`config.mk`:
```
export PLATFORM = sky130hd
export DESIGN_NAME = jalali_to_gregorian_date_flat
export DESIGN_NICKNAME = d
export VERILOG_FILES = /design/src/design/jgd_pkg.sv /design/src/design/jgd_channels.sv /design/src/design/jalali_to_gregorian_date.sv /design/src/flat_wrapper.sv
export SDC_FILE = /design/constraint.sdc
export NUM_CORES = 1
export LEC_CHECK = 0
export ABC_AREA = 0
export BUFFER_PORTS_ARGS = -buffer_cell sky130_fd_sc_hd__buf_4
export CORE_ASPECT_RATIO = 1.4
export CORE_MARGIN = 2
export CORE_UTILIZATION = 35
export CTS_CLUSTER_DIAMETER = 50
export DETAILED_ROUTE_END_ITERATION = 10
export GPL_TIMING_DRIVEN = 0
export SETUP_SLACK_MARGIN = 0.4
export SKIP_LAST_GASP = 1
export SLEW_MARGIN = 30
export SYNTH_ARGS = -nofsm -noshare
export SYNTH_HDL_FRONTEND = slang
export SYNTH_SLANG_ARGS = --single-unit
export TNS_END_PERCENT = 1
```
`constraint.sdc`:
```
create_clock -name clk -period 8.94 [get_ports clk]
set_clock_uncertainty 0.2 [all_clocks]
set_input_delay 0.447 -clock clk [delete_from_list [all_inputs] [get_ports clk]]
set_output_delay 0.447 -clock clk [all_outputs]
set_load 0.01 [all_outputs]
```
`src/design/jgd_pkg.sv`:
```
`default_nettype none

package jgd_pkg;

    // Field widths
    localparam int unsigned SY_W = 12;
    localparam int unsigned SM_W = 4;
    localparam int unsigned SD_W = 5;
    localparam int unsigned GY_W = 13;
    localparam int unsigned GM_W = 4;
    localparam int unsigned GD_W = 5;

    // Internal widths
    localparam int unsigned DAYS_W = 21;   // full day count
    localparam int unsigned D400_W = 18;   // day within a 400-year period
    localparam int unsigned D100_W = 16;   // day within a century
    localparam int unsigned D4_W   = 11;   // day within a 4-year period
    localparam int unsigned DOY_W  = 9;    // day of year

    // Calendar constants
    localparam logic [SY_W-1:0]   JALALI_REBASE = 12'd979;
    localparam logic [GY_W-1:0]   GREG_BASE_HI  = 13'd1600;
    localparam logic [GY_W-1:0]   GREG_BASE_LO  = 13'd621;
    localparam logic [D400_W-1:0] DAYS_400Y     = 18'd146097;
    localparam logic [D100_W-1:0] DAYS_100Y     = 16'd36524;
    localparam logic [D4_W-1:0]   DAYS_4Y       = 11'd1461;
    localparam logic [DOY_W-1:0]  DAYS_1Y       = 9'd365;
    localparam logic [DOY_W-1:0]  NEW_YEAR_OFS  = 9'd78;
    localparam logic [DOY_W-1:0]  FIRST_HALF    = 9'd186;

    localparam int unsigned Q400_MAX = 7;
    localparam int unsigned Q100_MAX = 3;
    localparam int unsigned Q1Y_MAX  = 3;

    // Reciprocals for constant division: q = (x * RECIP) >> SHIFT
    localparam logic [10:0] RECIP_33    = 11'd1986;
    localparam int unsigned SHIFT_33    = 16;
    localparam logic [15:0] RECIP_1461  = 16'd45934;
    localparam int unsigned SHIFT_1461  = 26;
    localparam logic [13:0] RECIP_25    = 14'd10486;
    localparam int unsigned SHIFT_25    = 18;

    // Last day of each month in a common year
    localparam logic [DOY_W-1:0] MONTH_END [12] = '{
        9'd31, 9'd59, 9'd90, 9'd120, 9'd151, 9'd181,
        9'd212, 9'd243, 9'd273, 9'd304, 9'd334, 9'd365
    };

    // Days before the Jalali month plus the new-year offset; month 0 wraps
    // to minus one month and months above 12 keep counting at 30 days.
    function automatic logic [DOY_W-1:0] month_base(input logic [SM_W-1:0] jm);
        logic [DOY_W-1:0] m;
        m = DOY_W'(jm);
        if (jm < SM_W'(7))
        begin
            return NEW_YEAR_OFS + DOY_W'(31) * m - DOY_W'(31);
        end
        else
        begin
            return NEW_YEAR_OFS + FIRST_HALF + DOY_W'(30) * (m - DOY_W'(7));
        end
    endfunction

endpackage

`default_nettype wire

```
`src/design/jgd_channels.sv`:
```
`default_nettype none

interface jgd_solar_if import jgd_pkg::*; ();
    logic            valid;
    logic            ready;
    logic [SY_W-1:0] solar_year;
    logic [SM_W-1:0] solar_month;
    logic [SD_W-1:0] solar_day;

    modport source (output valid, output solar_year, output solar_month,
                    output solar_day, input ready);
    modport sink   (input valid, input solar_year, input solar_month,
                    input solar_day, output ready);
endinterface

interface jgd_greg_if import jgd_pkg::*; ();
    logic            valid;
    logic            ready;
    logic [GY_W-1:0] greg_year;
    logic [GM_W-1:0] greg_month;
    logic [GD_W-1:0] greg_day;

    modport source (output valid, output greg_year, output greg_month,
                    output greg_day, input ready);
    modport sink   (input valid, input greg_year, input greg_month,
                    input greg_day, output ready);
endinterface

`default_nettype wire

```
`src/design/jalali_to_gregorian_date.sv`:
```
`default_nettype none

// Jalali to Gregorian date converter. One date word enters on the solar channel
// and exactly one Gregorian date word leaves on the greg channel, in order. The
// block is an 11-stage pipeline: it accepts a new word every cycle unless the
// ready chain holds stage 1. Throughput is set by the ready chain through the
// stages; a stalled output holds each full stage with no empty stage after it,
// and the stages ahead of an empty one keep moving. Divisions by calendar
// constants are done by compare ladders and reciprocal multipliers, each in its
// own stage. Inputs are not range checked: month 0, months 13 to 15 and day 0
// follow the same arithmetic, and a day number past the end of the Gregorian
// year gives month 13 with the leftover day count. No state is kept between words.
module jalali_to_gregorian_date import jgd_pkg::*; (
    input  logic        clk,
    input  logic        rst_n,
    jgd_solar_if.sink   solar,
    jgd_greg_if.source  greg
);

    localparam int unsigned NSTG = 11;

    logic [NSTG-1:0] adv;
    logic [NSTG-1:0] valid_reg;
    logic [NSTG-1:0] valid_next;

    // Stage 1: rebase year, month offset
    logic              s1_hi_reg,  s1_hi_next;
    logic [SY_W-1:0]   s1_jy_reg,  s1_jy_next;
    logic [DOY_W-1:0]  s1_cm_reg,  s1_cm_next;
    logic [SD_W-1:0]   s1_jd_reg;

    // Stage 2: year / 33
    logic              s2_hi_reg;
    logic [SY_W-1:0]   s2_jy_reg;
    logic [6:0]        s2_q33_reg, s2_q33_next;
    logic [DOY_W-1:0]  s2_cm_reg;
    logic [SD_W-1:0]   s2_jd_reg;
    logic [22:0]       s2_prod;

    // Stage 3: partial day count
    logic              s3_hi_reg;
    logic [5:0]        s3_r33_reg, s3_r33_next;
    logic [DAYS_W-1:0] s3_p_reg,   s3_p_next;
    logic [SY_W-1:0]   s3_m33;

    // Stage 4: full day count
    logic              s4_hi_reg;
    logic [DAYS_W-1:0] s4_days_reg, s4_days_next;

    // Stage 5: 400-year periods
    logic              s5_hi_reg;
    logic [2:0]        s5_q400_reg, s5_q400_next;
    logic [D400_W-1:0] s5_d1_reg,   s5_d1_next;

    // Stage 6: centuries
    logic              s6_hi_reg;
    logic [2:0]        s6_q400_reg;
    logic              s6_cent_reg, s6_cent_next;
    logic [1:0]        s6_q100_reg, s6_q100_next;
    logic [D100_W-1:0] s6_d2_reg,   s6_d2_next;

    // Stage 7: century fix-up, 4-year periods
    logic              s7_hi_reg;
    logic [2:0]        s7_q400_reg;
    logic [1:0]        s7_q100_reg;
    logic [D100_W-1:0] s7_d3_reg,   s7_d3_next;
    logic [4:0]        s7_q4y_reg,  s7_q4y_next;
    logic [31:0]       s7_prod;

    // Stage 8: day within 4-year period
    logic              s8_hi_reg;
    logic [2:0]        s8_q400_reg;
    logic [1:0]        s8_q100_reg;
    logic [4:0]        s8_q4y_reg;
    logic [D4_W-1:0]   s8_r_reg,    s8_r_next;

    // Stage 9: single years, Gregorian year
    logic [GY_W-1:0]   s9_gy_reg,   s9_gy_next;
    logic [DOY_W-1:0]  s9_dd_reg,   s9_dd_next;
    logic [1:0]        s9_y1;

    // Stage 10: year / 25 for the leap rule
    logic [GY_W-1:0]   s10_gy_reg;
    logic [8:0]        s10_q25_reg, s10_q25_next;
    logic [DOY_W-1:0]  s10_gd_reg,  s10_gd_next;
    logic [26:0]       s10_prod;

    // Stage 11: leap rule, month and day
    logic [GY_W-1:0]   out_year_reg;
    logic [GM_W-1:0]   out_month_reg, out_month_next;
    logic [GD_W-1:0]   out_day_reg,   out_day_next;
    logic [4:0]        s11_rem25;
    logic              s11_leap;
    logic [DOY_W-1:0]  s11_thr [12];
    logic [11:0]       s11_above;
    logic [3:0]        s11_cnt;
    logic [DOY_W-1:0]  s11_prior;

    // Handshake: a stage advances when it is empty or its successor advances
    always_comb
    begin
        adv[NSTG-1] = !valid_reg[NSTG-1] || greg.ready;
        for (int k = NSTG - 2; k >= 0; k--)
        begin
            adv[k] = !valid_reg[k] || adv[k+1];
        end
    end

    always_comb
    begin
        valid_next = valid_reg;
        if (adv[0])
        begin
            valid_next[0] = solar.valid;
        end
        for (int k = 1; k < NSTG; k++)
        begin
            if (adv[k])
            begin
                valid_next[k] = valid_reg[k-1];
            end
        end
    end

    always_ff @(posedge clk or negedge rst_n)
    begin
        if (!rst_n)
        begin
            valid_reg <= '0;
        end
        else
        begin
            valid_reg <= valid_next;
        end
    end

    assign solar.ready     = adv[0];
    assign greg.valid      = valid_reg[NSTG-1];
    assign greg.greg_year  = out_year_reg;
    assign greg.greg_month = out_month_reg;
    assign greg.greg_day   = out_day_reg;

    // Stage 1
    always_comb
    begin
        s1_hi_next = solar.solar_year > JALALI_REBASE;
        s1_jy_next = s1_hi_next ? (solar.solar_year - JALALI_REBASE) : solar.solar_year;
        s1_cm_next = month_base(solar.solar_month);
    end

    // Stage 2
    always_comb
    begin
        s2_prod     = 23'(s1_jy_reg) * 23'(RECIP_33);
        s2_q33_next = s2_prod[22:SHIFT_33];
    end

    // Stage 3
    always_comb
    begin
        s3_m33      = SY_W'(s2_q33_reg) * SY_W'(33);
        s3_r33_next = 6'(s2_jy_reg - s3_m33);
        s3_p_next   = DAYS_W'(s2_jy_reg) * DAYS_W'(DAYS_1Y)
                    + (DAYS_W'(s2_q33_reg) << 3)
                    + DAYS_W'(s2_cm_reg)
                    + DAYS_W'(s2_jd_reg);
    end

    // Stage 4
    always_comb
    begin
        s4_days_next = s3_p_reg + DAYS_W'((7'(s3_r33_reg) + 7'd3) >> 2);
    end

    // Stage 5
    always_comb
    begin
        s5_q400_next = '0;
        for (int k = 1; k <= Q400_MAX; k++)
        begin
            if (s4_days_reg >= DAYS_W'(k) * DAYS_W'(DAYS_400Y))
            begin
                s5_q400_next = 3'(k);
            end
        end
        s5_d1_next = D400_W'(s4_days_reg - DAYS_W'(s5_q400_next) * DAYS_W'(DAYS_400Y));
    end

    // Stage 6: drop the extra day of the first century
    always_comb
    begin
        s6_cent_next = s5_d1_reg > D400_W'(DAYS_100Y);
        s6_q100_next = '0;
        for (int k = 1; k <= Q100_MAX; k++)
        begin
            if (s5_d1_reg >= D400_W'(k) * D400_W'(DAYS_100Y) + D400_W'(1))
            begin
                s6_q100_next = 2'(k);
            end
        end
        if (s6_cent_next)
        begin
            s6_d2_next = D100_W'(s5_d1_reg - D400_W'(1)
                                 - D400_W'(s6_q100_next) * D400_W'(DAYS_100Y));
        end
        else
        begin
            s6_d2_next = D100_W'(s5_d1_reg);
        end
    end

    // Stage 7
    always_comb
    begin
        if (s6_cent_reg && (s6_d2_reg >= D100_W'(DAYS_1Y)))
        begin
            s7_d3_next = s6_d2_reg + D100_W'(1);
        end
        else
        begin
            s7_d3_next = s6_d2_reg;
        end
        s7_prod     = 32'(s7_d3_next) * 32'(RECIP_1461);
        s7_q4y_next = s7_prod[30:SHIFT_1461];
    end

    // Stage 8
    always_comb
    begin
        s8_r_next = D4_W'(s7_d3_reg - D100_W'(s7_q4y_reg) * D100_W'(DAYS_4Y));
    end

    // Stage 9
    always_comb
    begin
        s9_y1 = '0;
        for (int k = 1; k <= Q1Y_MAX; k++)
        begin
            if (s8_r_reg >= D4_W'(k) * D4_W'(DAYS_1Y) + D4_W'(1))
            begin
                s9_y1 = 2'(k);
            end
        end
        if (s9_y1 != 2'd0)
        begin
            s9_dd_next = DOY_W'(s8_r_reg - D4_W'(1) - D4_W'(s9_y1) * D4_W'(DAYS_1Y));
        end
        else
        begin
            s9_dd_next = DOY_W'(s8_r_reg);
        end
        s9_gy_next = (s8_hi_reg ? GREG_BASE_HI : GREG_BASE_LO)
                   + GY_W'(s8_q400_reg) * GY_W'(400)
                   + GY_W'(s8_q100_reg) * GY_W'(100)
                   + (GY_W'(s8_q4y_reg) << 2)
                   + GY_W'(s9_y1);
    end

    // Stage 10
    always_comb
    begin
        s10_prod     = 27'(s9_gy_reg) * 27'(RECIP_25);
        s10_q25_next = s10_prod[26:SHIFT_25];
        s10_gd_next  = s9_dd_reg + DOY_W'(1);
    end

    // Stage 11: divisible by 400 means by 16 and by 25
    always_comb
    begin
        s11_rem25 = 5'(s10_gy_reg - GY_W'(s10_q25_reg) * GY_W'(25));
        s11_leap  = ((s10_gy_reg[1:0] == 2'd0) && (s11_rem25 != 5'd0))
                 || ((s10_gy_reg[3:0] == 4'd0) && (s11_rem25 == 5'd0));
        for (int k = 0; k < 12; k++)
        begin
            s11_thr[k]   = MONTH_END[k] + DOY_W'((s11_leap && (k != 0)) ? 1 : 0);
            s11_above[k] = s10_gd_reg > s11_thr[k];
        end
        s11_cnt = 4'($countones(s11_above));
        if (s11_cnt == 4'd0)
        begin
            s11_prior = '0;
        end
        else
        begin
            s11_prior = s11_thr[s11_cnt - 4'd1];
        end
        out_month_next = s11_cnt + 4'd1;
        out_day_next   = GD_W'(s10_gd_reg - s11_prior);
    end

    // Payload registers, advanced with their stage
    always_ff @(posedge clk)
    begin
        if (adv[0])
        begin
            s1_hi_reg <= s1_hi_next;
            s1_jy_reg <= s1_jy_next;
            s1_cm_reg <= s1_cm_next;
            s1_jd_reg <= solar.solar_day;
        end
        if (adv[1])
        begin
            s2_hi_reg  <= s1_hi_reg;
            s2_jy_reg  <= s1_jy_reg;
            s2_q33_reg <= s2_q33_next;
            s2_cm_reg  <= s1_cm_reg;
            s2_jd_reg  <= s1_jd_reg;
        end
        if (adv[2])
        begin
            s3_hi_reg  <= s2_hi_reg;
            s3_r33_reg <= s3_r33_next;
            s3_p_reg   <= s3_p_next;
        end
        if (adv[3])
        begin
            s4_hi_reg   <= s3_hi_reg;
            s4_days_reg <= s4_days_next;
        end
        if (adv[4])
        begin
            s5_hi_reg   <= s4_hi_reg;
            s5_q400_reg <= s5_q400_next;
            s5_d1_reg   <= s5_d1_next;
        end
        if (adv[5])
        begin
            s6_hi_reg   <= s5_hi_reg;
            s6_q400_reg <= s5_q400_reg;
            s6_cent_reg <= s6_cent_next;
            s6_q100_reg <= s6_q100_next;
            s6_d2_reg   <= s6_d2_next;
        end
        if (adv[6])
        begin
            s7_hi_reg   <= s6_hi_reg;
            s7_q400_reg <= s6_q400_reg;
            s7_q100_reg <= s6_q100_reg;
            s7_d3_reg   <= s7_d3_next;
            s7_q4y_reg  <= s7_q4y_next;
        end
        if (adv[7])
        begin
            s8_hi_reg   <= s7_hi_reg;
            s8_q400_reg <= s7_q400_reg;
            s8_q100_reg <= s7_q100_reg;
            s8_q4y_reg  <= s7_q4y_reg;
            s8_r_reg    <= s8_r_next;
        end
        if (adv[8])
        begin
            s9_gy_reg <= s9_gy_next;
            s9_dd_reg <= s9_dd_next;
        end
        if (adv[9])
        begin
            s10_gy_reg  <= s9_gy_reg;
            s10_q25_reg <= s10_q25_next;
            s10_gd_reg  <= s10_gd_next;
        end
        if (adv[10])
        begin
            out_year_reg  <= s10_gy_reg;
            out_month_reg <= out_month_next;
            out_day_reg   <= out_day_next;
        end
    end

endmodule

`default_nettype wire

```
`src/flat_wrapper.sv`:
```
// flat-port wrapper written by rule: the top's interface ports become plain ports
module jalali_to_gregorian_date_flat import jgd_pkg::*;
  (clk, rst_n, solar_valid, solar_solar_year, solar_solar_month, solar_solar_day, solar_ready, greg_valid, greg_greg_year, greg_greg_month, greg_greg_day, greg_ready);
  jgd_solar_if solar_i ();
  jgd_greg_if greg_i ();
  input  logic clk;
  input  logic rst_n;
  input wire logic [$bits(solar_i.valid)-1:0] solar_valid;
  input wire logic [$bits(solar_i.solar_year)-1:0] solar_solar_year;
  input wire logic [$bits(solar_i.solar_month)-1:0] solar_solar_month;
  input wire logic [$bits(solar_i.solar_day)-1:0] solar_solar_day;
  output wire logic [$bits(solar_i.ready)-1:0] solar_ready;
  output wire logic [$bits(greg_i.valid)-1:0] greg_valid;
  output wire logic [$bits(greg_i.greg_year)-1:0] greg_greg_year;
  output wire logic [$bits(greg_i.greg_month)-1:0] greg_greg_month;
  output wire logic [$bits(greg_i.greg_day)-1:0] greg_greg_day;
  input wire logic [$bits(greg_i.ready)-1:0] greg_ready;
  assign solar_i.valid = solar_valid;
  assign solar_i.solar_year = solar_solar_year;
  assign solar_i.solar_month = solar_solar_month;
  assign solar_i.solar_day = solar_solar_day;
  assign solar_ready = solar_i.ready;
  assign greg_valid = greg_i.valid;
  assign greg_greg_year = greg_i.greg_year;
  assign greg_greg_month = greg_i.greg_month;
  assign greg_greg_day = greg_i.greg_day;
  assign greg_i.ready = greg_ready;
  jalali_to_gregorian_date u_core (.clk(clk), .rst_n(rst_n), .solar(solar_i), .greg(greg_i));
endmodule
```
-- After elaboration in Yosys (flattened, before gate mapping)
Cells that the tools add are included.
- logic and storage cells: 201
- register bits: 286
- mux-type cells: 24
- multiply operators: 14
- $add $sub $neg: 49
- reduce and logical (&&, ||, !) cells: 32
- bitwise operators: 1
- $lt $le $gt $ge: 30
- operators with widths (cell ; number):
    $gt 9x9->1 ; 11
    $ge 21x20->1 const B ; 4
    $add 9x9->9 const A ; 5
    $ge 21x19->1 const B ; 2
    $add 8x9->9 const A ; 4
    $bmux 9 s4 ; 1
    $ge 18x17->1 const B ; 2
    $mux 16 ; 2
    $mul 16x15->30 const B ; 1
    $add 7x9->9 const A ; 3
    $mul 13x13->26 const B ; 1
    $mul 12x10->22 const B ; 1
    $add 21x10->21 ; 1
    $add 21x19->21 ; 1
    $add 21x5->21 ; 1
    $add 21x9->21 ; 1
    $ge 21x18->1 const B ; 1
    $mul 12x9->21 const B ; 1
    $add 4x4->4 ; 5
    $ge 18x16->1 const B ; 1
    $gt 18x16->1 const B ; 1
    $mul 3x18->18 const B ; 1
    $mux 9 ; 2
    $sub 18x18->18 ; 1
    53 further kinds ; 96

-- Longest topological paths before layout
- depth in word-level cells: 19
- mapped depth: 42
- gate-level depth less buffers: 42

-- Worst setup path after synthesis
OpenSTA, ideal clock, no wires.
- kind: reg-to-reg
- from: register u_core.s10_q25_reg[1]
- to: register u_core.out_day_reg[4] (netlist: u_core.greg.greg_day[4]), data pin
- required time: 8.480 ns
- arrival time: 8.710 ns
- slack: -0.230 ns
- library setup time: 0.260 ns
- stages on the path, launching flop included: 38
- clock period less this slack: 9.170 ns
- cell sequence: edfxtp_1 -> ha_1 -> ha_1 -> fa_1 -> inv_1 -> a21o_1 -> a21oi_1 -> xnor2_1 -> a311oi_1 -> inv_1 -> ha_1 -> nor2b_1 -> nor4_1 -> nor2_1 -> o31a_1 -> ha_1 -> inv_1 -> fa_1 -> (+2 left out) -> inv_1 -> ha_1 -> inv_1 -> fa_1 -> xor2_1 -> nand3_1 -> xnor2_1 -> xnor2_1 -> nor2_1 -> a311oi_1 -> nor3_1 -> ha_1 -> fa_1 -> inv_1 -> a21o_1 -> a21oi_1 -> xnor2_1 -> xnor2_1
- cells in the longest elaborated chain, start to end: 19
- ends and longest elaborated chain (what ; RTL line ; source):
    start, declared ; jalali_to_gregorian_date.sv:84 ; logic [8:0] s10_q25_reg, s10_q25_next;
    start signal, assigned ; jalali_to_gregorian_date.sv:358 ; s10_q25_reg <= s10_q25_next;
    $mul 9x5->5 (*) ; jalali_to_gregorian_date.sv:270 ; s11_rem25 = 5'(s10_gy_reg - GY_W'(s10_q25_reg) * GY_W'(25));
    $sub 5x5->5 (*) ; jalali_to_gregorian_date.sv:270 ;
    $reduce_bool 5->1 or $logic_not 5->1 (tied branches) ; jalali_to_gregorian_date.sv:271, jalali_to_gregorian_date.sv:272 ;
    $logic_and 1x1->1, on equally long branches ; jalali_to_gregorian_date.sv:271, jalali_to_gregorian_date.sv:272 ;
    $logic_or 1x1->1 (*) ; jalali_to_gregorian_date.sv:272 ; || ((s10_gy_reg[3:0] == 4'd0) && (s11_rem25 == 5'd0));
    $mux 1 (*) ; jalali_to_gregorian_date.sv:275 ; s11_thr[k] = MONTH_END[k] + DOY_W'((s11_leap && (k != 0)) ? 1 : 0);
    $add 6x9->9 (tied with other cells) ; jalali_to_gregorian_date.sv:275 ;
    $gt 9x9->1 ; jalali_to_gregorian_date.sv:276 ; s11_above[k] = s10_gd_reg > s11_thr[k];
    $add 1x1->2 (not written as such) ; jalali_to_gregorian_date.sv:278 ; s11_cnt = 4'($countones(s11_above));
    $add 4x4->4 (not written as such) (3 in a row) ; jalali_to_gregorian_date.sv:278 ;
    $sub 4x1->4 ; jalali_to_gregorian_date.sv:285 ; s11_prior = s11_thr[s11_cnt - 4'd1];
    $not 4->5 (not written as such) ; jalali_to_gregorian_date.sv:285 ;
    $bmux 9 s4 ; jalali_to_gregorian_date.sv:285 ;
    $mux 5 (not written as such) (2 in a row) ; jalali_to_gregorian_date.sv:285 ;
    $mux 5 (*) ; jalali_to_gregorian_date.sv:279 ; if (s11_cnt == 4'd0)
    $sub 5x5->5 (*) ; jalali_to_gregorian_date.sv:288 ; out_day_next = GD_W'(s10_gd_reg - s11_prior);
    net u_core.out_day_next[4] ; jalali_to_gregorian_date.sv:91 ; logic [GD_W-1:0] out_day_reg, out_day_next;
    end signal, assigned ; jalali_to_gregorian_date.sv:365 ; out_day_reg <= out_day_next;
    end, declared ; jalali_to_gregorian_date.sv:91 ;
The timed path passes the listed nets; every way through them passes the cells marked *. The select of a mux whose other input is x is not followed.
A chain may end at the register's enable or synchronous reset.

-- Worst setup path in the final report
- from: register u_core.s10_q25_reg[0]
- to: register u_core.out_day_reg[4] (netlist: u_core.greg.greg_day[4]), data pin
Same word-level chain as after synthesis.

==> metrics.md <==
| Metric | Value |
|---|---|
| CTS clock-pin slew for the worst setup and hold paths | `50 ps` |
| Fin. Hold Viols | `0` |
| Sequential-to-total area share from yosys stat | `28.6%` |
| ANT nets after route | `0` |
| Vias in the first global route | `about 20000` |
| Worst Hold Depth | `2` |
| Diode count | `0` |
| Drc violations | `0` |
| Setup WS pre-CTS | `-532 ps` |
| Reg2reg setup slack | `approximately 480 ps` |
| First-pass GRT wire length | `between 90000 and 100000 um` |
| Setup CP Type | `flip-flop to flip-flop` |
| CTS Sinks | `around 280` |
| DRT iter0 DRCs | `around 580` |
| Cell Rows | `125` |
| Commonest cells in the netlist | `inv_1 (583), ha_1 (525), fa_1 (292)` |
| Primary FF master, synth | `edfxtp_1` |
| Status | `completed` |
| Most frequent CP cell | `inv_2` |
| Clock Tree Root | `clkbuf_16` |
| Die Y | `~350 um` |
| CP max stage cell | `fa_1` |
| Clk buf depth | `3` |
| Total Routing Usage GR | `about an eighth` |
| Worst Path Max Fanout | `5` |
| Endpoints failing setup | `0` |
| Final worst-path cycle share | `a little over nine tenths` |
| Max H-tree Level | `2` |
| CTS buffer count | `between 40 and 50` |
| R2R depth | `40` |
| Chip width | `approximately 250 um` |
| Yosys reg bits | `roughly 280` |
| Top cells by area, synth | `edfxtp_1 (28%), ha_1 (22%), fa_1 (20%)` |
| CORE AREA | `approximately 83000 um^2` |
| Grt total ovfl | `0` |
| Mapped Nets | `3540` |
| Peak Freq | `roughly 120 MHz` |
| WP data arrival | `8560 ps` |
| Die ar. | `approximately 87000 um^2` |
| Largest net degree at the start of global routing | `30` |
| Vias | `~19000` |
| Most numerous cell in the Yosys netlist | `inv_1` |
| Setup crit end kind | `flip-flop` |
| Core Util, Final | `slightly above 40%` |
| Fin crit period | `8460 ps` |
| Post-Syn Area | `just under 30000 um^2` |
| Vias per std cell | `approximately 4.7` |
| First-pass DRT Iterations | `5` |
| Max Cap Viol | `0` |
| I/O pins | `49` |
| Initial Util | `between 30% and 40%` |
| Syn Area/Cell | `~11 um^2` |
| Slew @ Worst Pin | `between 900 and 1000 ps` |
| Initial antenna violation count | `0` |
| DP HPWL | `46600 um` |
| Final worst slack | `about 480 ps` |
| Hold_ws | `around 40 ps` |
| Ys Warns | `0` |
| Fraction of layout cells with a size suffix above 1 | `a little under a tenth` |
| Clk_lat worst skew | `~570 ps` |
| Routability cong. | `0.839` |
| RR Endpoint | `u_core.greg.greg_day[4]` |
| Synth-to-Final Area Change | `14.2%` |
| CP endpoint | `u_core.greg.greg_day[4]` |
| Crit path required time | `a little over 9000 ps` |
| Post-synth ARST share | `under 10%` |
| Slew headroom | `around a third` |
| Slew Limit Fails | `0` |
| CTS tree | `built` |
| Reg-to-reg critical path startpoint | `u_core.s10_q25_reg[0]` |
| Hold Crit Class | `primary input to flip-flop` |
| Netlist cell types | `73` |
| RSZ-0062 raised after global routing | `yes` |
| Synthesized netlist cell count | `2698` |
| Nets | `approximately 3700` |
| CP Launch Type | `flip-flop` |
| Post-synth top area cell | `edfxtp_1` |
| Synth top area share | `27.6%` |
| Port-buffer cells | `48` |
| CP peak stage delay | `590 ps` |
| Setup TNS | `0 ps` |
| WL final | `around 56000 um` |
| Post-DR wirelength/cell | `14.1 um` |
| Crit. Startpoint | `u_core.s10_q25_reg[0]` |
| Post-synth EDFFs | `between 200 and 300` |
## what timing repair did
item	CTS	global route
resized for setup	29	47
endpoints found under the setup margin	6	8
hold buffers	19	0
pin swaps	18	36
setup buffers	21	10
hold endpoints to repair	28	0
## layer usage
layer / wire, um / vias up / GRT usage, %
met5: 0 / - / 0
met4: 2010 / 0 / 4.81
met3: 1140 / 108 / 1.55
met2: 32500 / 211 / 27.6
met1: 20100 / 9045 / 13.1
li1: - / 9305 / -
## critical path, delay by kind of cell, from the launching register on
| kind | cells | cell delay [ps] |
|---|---|---|
| AOI/OAI and AO/OA | 9 | 1610 |
| xor gates and xnor gates | 3 | 360 |
| muxes | 1 | 480 |
| adders and majority gates | 11 | 3690 |
| DFF | 1 | 430 |
| and+or+nand+nor | 3 | 360 |
| buffers and inverters | 13 | 1060 |
## cell type report
type | count | area (um^2)
fillers | 7959 | 49600
multi-input cells | 1808 | 19200
flip-flops and latches | 282 | 8410
inverters | 584 | 2200
well taps | 1079 | 1350
clock buffers | 50 | 1140
repair buffers | 103 | 863
clock inverters | 29 | 347
plain buffers | 24 | 111
## placed cells by master, fill, tap and decap left out, types with 13 or more instances in the layout
master,Yosys,routed
a21o_1,36,36
a21oi_1,98,95
and3_1,15,15
buf_4,0,77
clkbuf_1,21,25
clkbuf_16,0,45
dlygate4sd3_1,0,19
edfxtp_1,271,271
fa_1,292,289
ha_1,525,513
inv_1,583,569
inv_2,1,13
nand2_1,108,105
nand2b_1,28,28
nand3_1,38,34
nand4_1,24,24
nor2_1,92,91
nor2b_1,25,23
nor3_1,35,34
o21a_1,21,21
o21ai_0,77,74
or2_2,16,15
xnor2_1,149,138
xor2_1,61,55
## cell families (layout without fill, tap and decap cells)
family / after synthesis / in the layout / share of synthesized area (%)
compound gates: 346 / 346 / 7.66
xor+xnor: 210 / 210 / 6.25
fa+ha+maj: 817 / 817 / 42.2
buf+inv: 608 / 790 / 7.78
flops: 282 / 282 / 28.6
mux: 14 / 14 / 0.561
simple gates: 421 / 421 / 7.04
## stage by stage
step	instances	instance area, um^2
finish	3959	33600
detailed placement	3830	31300
CTS	3949	33300
floorplan	2698	29500
global route	3959	33600
global placement	3825	31200
## worst min-delay path by stage
stage,start,slack [ps],endpoint
2_1_floorplan,rst_n,-50,u_core.valid_reg[0]
3_3_place_gp,rst_n,110,u_core.valid_reg[0]
3_5_place_dp,rst_n,120,u_core.valid_reg[0]
4_1_cts,solar_solar_year[1],1,u_core.s1_jy_reg[1]
5_1_grt,solar_solar_year[1],20,u_core.s1_jy_reg[1]
6_report,solar_solar_year[1],40,u_core.s1_jy_reg[1]
Power is left out: the tool's default activity adds up to more than one toggle a clock period on the data nets, which glitch-free logic cannot reach.
